==> src/rtl/core/assert_macros.svh <==
// ----------------------------------------------------------------------------
// Assertion macros
// Shared concurrent assertion forms for the range minimum tree blocks.
// ----------------------------------------------------------------------------
`ifndef ASSERT_MACROS_SVH
`define ASSERT_MACROS_SVH

// Same-cycle implication, sampled on the rising clock edge, off during reset.
`define ASSERT_IMPLIES(lbl, clk, rst, ante, cons, msg) \
   lbl: assert property (@(posedge clk) disable iff (rst) (ante) |-> (cons)) \
      else $error(msg);

// Next-cycle implication, sampled on the rising clock edge, off during reset.
`define ASSERT_NEXT(lbl, clk, rst, ante, cons, msg) \
   lbl: assert property (@(posedge clk) disable iff (rst) (ante) |=> (cons)) \
      else $error(msg);

`endif

==> src/rtl/core/rmst_pkg.sv <==
// ----------------------------------------------------------------------------
// Range minimum tree package
// Field widths, request codes, the sentinel and the controller/datapath types.
// ----------------------------------------------------------------------------
package rmst_pkg;

   localparam int POS_W   = 10;
   localparam int VALUE_W = 31;

   localparam logic [VALUE_W-1:0] SENTINEL = 31'h7FFF_FFFF;

   localparam logic REQ_UPDATE = 1'b0;
   localparam logic REQ_QUERY  = 1'b1;

   typedef logic [VALUE_W-1:0] value_type;

   // Commands from the controller to the datapath.
   typedef struct packed {
      logic clear_en;
      logic load_upd;
      logic load_qry;
      logic upd_leaf;
      logic upd_walk;
      logic qry_walk;
      logic rsp_load;
   } rmst_cmd_type;

   // Status from the datapath to the controller.
   typedef struct packed {
      logic clear_last;
      logic pos_ok;
      logic upd_top;
      logic qry_drained;
      logic rsp_free;
   } rmst_status_type;

   function automatic value_type val_min(input value_type a, input value_type b);
      return (a < b) ? a : b;
   endfunction

endpackage

==> src/rtl/core/rmst_ctrl.sv <==
// ----------------------------------------------------------------------------
// Range minimum tree controller
// Sequences the clearing pass, the update walk and the query walk.
// ----------------------------------------------------------------------------
module rmst_ctrl import rmst_pkg::*; (
   input  logic            clock,
   input  logic            reset,
   input  logic            req_valid,
   output logic            req_ready,
   input  logic            req_type,
   input  rmst_status_type status_i,
   output rmst_cmd_type    cmd_o
);

   typedef enum logic [4:0] {
      ST_CLEAR = 5'b00001,
      ST_IDLE  = 5'b00010,
      ST_ULEAF = 5'b00100,
      ST_UWALK = 5'b01000,
      ST_QWALK = 5'b10000
   } state_type;

   state_type state_ff;
   state_type state_in;
   logic      accept;

   assign req_ready = (state_ff == ST_IDLE);
   assign accept    = req_valid && req_ready;

   always_comb begin
      state_in = state_ff;
      cmd_o    = '0;
      case (state_ff)
         ST_CLEAR: begin
            cmd_o.clear_en = 1'b1;
            if (status_i.clear_last) begin
               state_in = ST_IDLE;
            end
         end
         ST_IDLE: begin
            if (accept) begin
               if (req_type == REQ_QUERY) begin
                  cmd_o.load_qry = 1'b1;
                  state_in       = ST_QWALK;
               end else if (status_i.pos_ok) begin
                  cmd_o.load_upd = 1'b1;
                  state_in       = ST_ULEAF;
               end
            end
         end
         ST_ULEAF: begin
            cmd_o.upd_leaf = 1'b1;
            state_in       = ST_UWALK;
         end
         ST_UWALK: begin
            cmd_o.upd_walk = 1'b1;
            if (status_i.upd_top) begin
               state_in = ST_IDLE;
            end
         end
         ST_QWALK: begin
            cmd_o.qry_walk = 1'b1;
            if (status_i.qry_drained && status_i.rsp_free) begin
               cmd_o.rsp_load = 1'b1;
               state_in       = ST_IDLE;
            end
         end
         default: begin
            state_in = ST_CLEAR;
         end
      endcase
   end

   always_ff @(posedge clock) begin
      if (reset) begin
         state_ff <= ST_CLEAR;
      end else begin
         state_ff <= state_in;
      end
   end

endmodule

==> config.mk <==
export PLATFORM = sky130hd
export DESIGN_NAME = rmst_ctrl
export DESIGN_NICKNAME = d
export VERILOG_FILES = /design/src/rtl/core/assert_macros.svh /design/src/rtl/core/rmst_pkg.sv /design/src/rtl/core/rmst_ctrl.sv
export SDC_FILE = /design/constraint.sdc
export NUM_CORES = 1
export LEC_CHECK = 0
export ABC_CLOCK_PERIOD_IN_PS = 2800
export BUFFER_PORTS_ARGS = -buffer_cell sky130_fd_sc_hd__buf_2
export CAP_MARGIN = 40
export CORE_AREA = 3 3 40 42
export DETAILED_ROUTE_END_ITERATION = 8
export DIE_AREA = 0 0 43 45
export PLACE_DENSITY = 0.5
export SLEW_MARGIN = 40
export SYNTH_ARGS = -nofsm -noshare
export SYNTH_HDL_FRONTEND = slang
export SYNTH_SLANG_ARGS = --single-unit
==> constraint.sdc <==
create_clock -name clock -period 2.8 [get_ports clock]
set_clock_uncertainty 0.05 [all_clocks]
set_input_delay 0.42 -clock clock [delete_from_list [all_inputs] [get_ports clock]]
set_output_delay 0.42 -clock clock [all_outputs]
set_load 0.005 [all_outputs]
Yosys cells after proc, flatten, opt, wreduce, memory -nomap -nowiden
Cells that the tools add are included.
{"block": "word_totals", "memories": 0, "ff_bits": 5, "inputBits": 9, "rom_bits": 0, "latch_bits": 0, "mem_bits_rw": 0, "word_cells": 31}
{"block": "op_classes", "n_reduce_logical": 3, "eq_ne": 10, "muxes": 17, "n_bitwise": 0, "div_mod_pow": 0, "n_mul": 0, "shifts": 0, "addsub": 0, "n_lt_le_gt_ge": 0}
{"op": "2-to-1 mux 5 bit", "count": 6}
{"op": "case mux 5 bit (5 select lines)", "count": 1}
{"op": "2-to-1 mux 1 bit", "count": 7}
{"op": "2-to-1 mux 2 bit", "count": 3}
{"op": "!= test 2 bit (second input constant)", "count": 3}
{"op": "equality test 5 x 1 -> 1 bit (second input constant)", "count": 1}
{"op": "equality test 5 x 2 -> 1 bit (second input constant)", "count": 1}
{"op": "equality test 5 x 3 -> 1 bit (second input constant)", "count": 1}
{"op": "equality test 5 x 4 -> 1 bit (second input constant)", "count": 1}
{"op": "equality test 5 bit (second input constant)", "count": 1}
{"op": "AND reduction 5 bit", "count": 1}
{"op": "!= test 3 x 1 -> 1 bit (second input constant)", "count": 1}
{"op": "logical AND 1 bit", "count": 2}
{"op": "!= test 2 x 1 -> 1 bit (second input constant)", "count": 1}

Longest topological paths before layout
{"block": "depth", "ltp_word": 4, "depth_mapped": 6, "mapped_depth_nobuf": 5}

Worst setup path before layout
OpenSTA, ideal clock, no wires.
{"block": "synth_timing", "kind": "reg-to-output", "start": "reg state_ff[2]", "end": "out cmd_o[5] (netlist name)", "path_stages_with_launch": 5, "arrival_time_ns": 1.271, "slack_ns": 1.059, "n_path_buf": 1, "cell_sequence": "dfxtp_1 clkbuf_1 or3_1 nor2_1 and4b_1"}
{"element": "from (decl)", "line": "rmst_ctrl.sv:23", "rtl": "state_type state_ff;"}
{"element": "from (signal assigned)", "line": "rmst_ctrl.sv:78", "rtl": "state_ff <= state_in;"}
{"element": "to (decl)", "line": "rmst_ctrl.sv:12", "rtl": "output rmst_cmd_type cmd_o"}

==> results.cfg <==
[place]
place_inst = 75
portBuffers = 16
dp.final_hpwl_um = 669
place_congestion = 0.692

[sta]
slew_viol_final = 0
max_freq_mhz = 488
finalSetupViolCount = 0
worstMarginPinSlew_ns = 0.263
period_share = 0.732
min_period_ns = 2.05
relSlewSlack = 0.825
rsz0062_at_grt = false
final-hold-violation-count = 0
fin_setup_tns_ns = 0

[cts]
cts_setup_buffers = 0
ctsResizeCount = 0
clk_root_buffer_cell = clkbuf_4
clk_pin_slew_ns = 0.04
cts_max_level = 1
clock-sinks = 5
clock_latency_ns = 0.23
hold_buffers = 0
cts_buffers = 3
clk_path_buf_depth = 2
cts_tree = done

[finish]
top_regs = state_ff x5
top_register = state_ff
fillers = 148
stdcell_count = 79
layout-drive-gt1-share = 0.344
syn2layout_area_growth_pct = 34.9
fin_nets = 74
largest_register_ffs = 5
antenna_cells = 0

[power_and_ir_drop]
power_frac_clock = 0.292
seq_power_share = 0.366
p_per_area_nw_per_um2 = 577
internal-power_uw = 182
switchingPower_uw = 88.5
ir_drop_mv = 0.213
leakagePower_uw = 0.000238
switching_share = 0.327
p_comb_frac = 0.342

[die]
die_y_um = 45
die_area_um2 = 1940
die_w_um = 43
rows = 13
initial_core_util = 0.271
io_pins = 17
coreArea_um2 = 1280

[yosys]
ys_seq_elements = 5
synth_top_family_by_area = simple AND/OR/NAND/NOR gates
synth_xor_area_frac = 0.0252
yosys.area_share.adder = 0
synthMostInstantiatedCell = nor2_1
synth-simple-area-share = 0.428
seq_area_frac_synth = 0.288
synth_commonest_cells = 8 x nor2_1, 5 x dfxtp_1, 3 x and3_1, 3 x o21ai_0
netlist_area_um2 = 348
synth_flop_cell = dfxtp_1
muxShareOfSynthArea = 0
synth_edf_count = 0
syn-num-nets = 54
yosysUniqueCellTypes = 24
synth_largest_area_cell = dfxtp_1
yosys_warnings = 0
synth_top_area_frac = 0.288
synth-async-reset-ratio = 0
yosys-top-cells-area = dfxtp_1 29%, nor2_1 8.6%, and3_1 5.4%
synth-compound-area-share = 0.227
syn_avg_cell_area_um2 = 7.73
synth_cells = 45

[critical_path]
cp-end-kind = primary output
arrival_ns = 1.58
path_class = flip-flop to primary output
worst-path-max-fanout = 6
worstSetupStartpointType = flip-flop
critPathRequiredTime_ns = 2.33

[grt]
antenna_found_initial = 0
gr-usage-all-layers = 0.0833
grt_pass1_wl_um = 1190
grt_max_degree = 9
grt_pass1_vias = 305
grt-ovfl-total = 0

[outcome]
outcome = complete, no violations

[routing]
viasPerCell = 4.77
ant_nets = 0
vias = 377
drc = 0
drt_wl_total_um = 789
wire_per_inst_um = 9.99
drt_iter0_markers = 5
firstDrtPassIters = 4

[min_path]
hp-class = primary input to flip-flop

[flow_run]
cap_violations = 0
## final cells by class
class,instances,area (µm²),area share
Clock buffer,4,26.3,0.0560
Inverter,2,7.51,0.0160
Multi-Input combinational cell,37,236,0.504
Sequential cell,5,100,0.213
Tap cell,15,18.8,0.0400
Timing Repair Buffer,16,80.1,0.171
## worst paths after layout
| check | startpoint | endpoint | slack, ns | cells after the start |
|---|---|---|---|---|
| min reg2reg | state_ff[2]$_SDFFE_PP0P_ | state_ff[3]$_SDFFE_PP0P_ | 0.57 | 2 |
| max reg2reg | state_ff[0]$_SDFFE_PP1P_ | state_ff[4]$_SDFFE_PP0P_ | 1.14 | 5 |
| max | state_ff[3]$_SDFFE_PP0P_ | cmd_o[5] | 0.75 | 4 |
| min | reset | state_ff[3]$_SDFFE_PP0P_ | 0.37 | 2 |
## stage by stage
stage	util	setup WS (ns)	cell area (µm²)	hold slack (ns)	total power [µW]
final	0.365	0.749	469	0.367	271
after global routing	0.365	0.665	469	0.377	291
after CTS	0.365	0.742	469	0.354	276
after detailed placement	0.345	0.993	443	0.564	193
after global placement	0.345	1.01	443	0.559	196
after floorplan	-	1.06	348	0.439	163
## cells by family after synthesis
| kind of cell | count (synthesis) |
|---|---|
| XOR/XNOR | 1 |
| buffers and inverters | 3 |
| flip-flops | 5 |
| AND/OR/NAND/NOR | 25 |
| AO/OA/AOI/OAI | 11 |
## cell usage in the layout (no fill, tap or decap)
cell / count
o311ai_1: 1
nand2b_1: 1
nor2b_1: 2
o211ai_2: 1
clkbuf_4: 3
or3_1: 1
dfxtp_1: 5
nand3_1: 1
a21oi_1: 2
nor3_1: 2
o21ai_0: 3
or4b_4: 1
nand4b_1: 2
buf_2: 16
nor2_1: 8
xor2_1: 1
a2bb2oi_1: 1
or3_4: 1
o21a_1: 1
o31ai_1: 1
nand2_1: 2
clkbuf_1: 1
o41ai_1: 1
inv_1: 2
and3_1: 3
and4b_1: 1
## power by group through the flow
stage               registers, µW  logic (µW)  clock network (µW)
global placement              101        95.3                   0
CTS                          98.6        93.7                84.3
detailed placement            100        93.1                   0
floorplan                    95.7        67.6                   0
finish                       99.0        92.5                79.1
global route                  100         105                86.2
## per-layer routing
| metal | vias to the layer above | track usage | part of all wire |
|---|---|---|---|
| met5 | - | 0 | 0 |
| met4 | 0 | 0.0723 | 0 |
| met3 | 0 | 0.0120 | 0.039 |
| met2 | 7 | 0.138 | 0.49 |
| met1 | 163 | 0.0942 | 0.47 |
| li1 | 207 | - | - |
## critical path: stages, from the launching register on
cell     delay [ns]
dfxtp_1        0.34
or3_1          0.44
nor2_1         0.25
and4b_1        0.22
buf_2          0.11
Power figures use the tool's default switching activity.
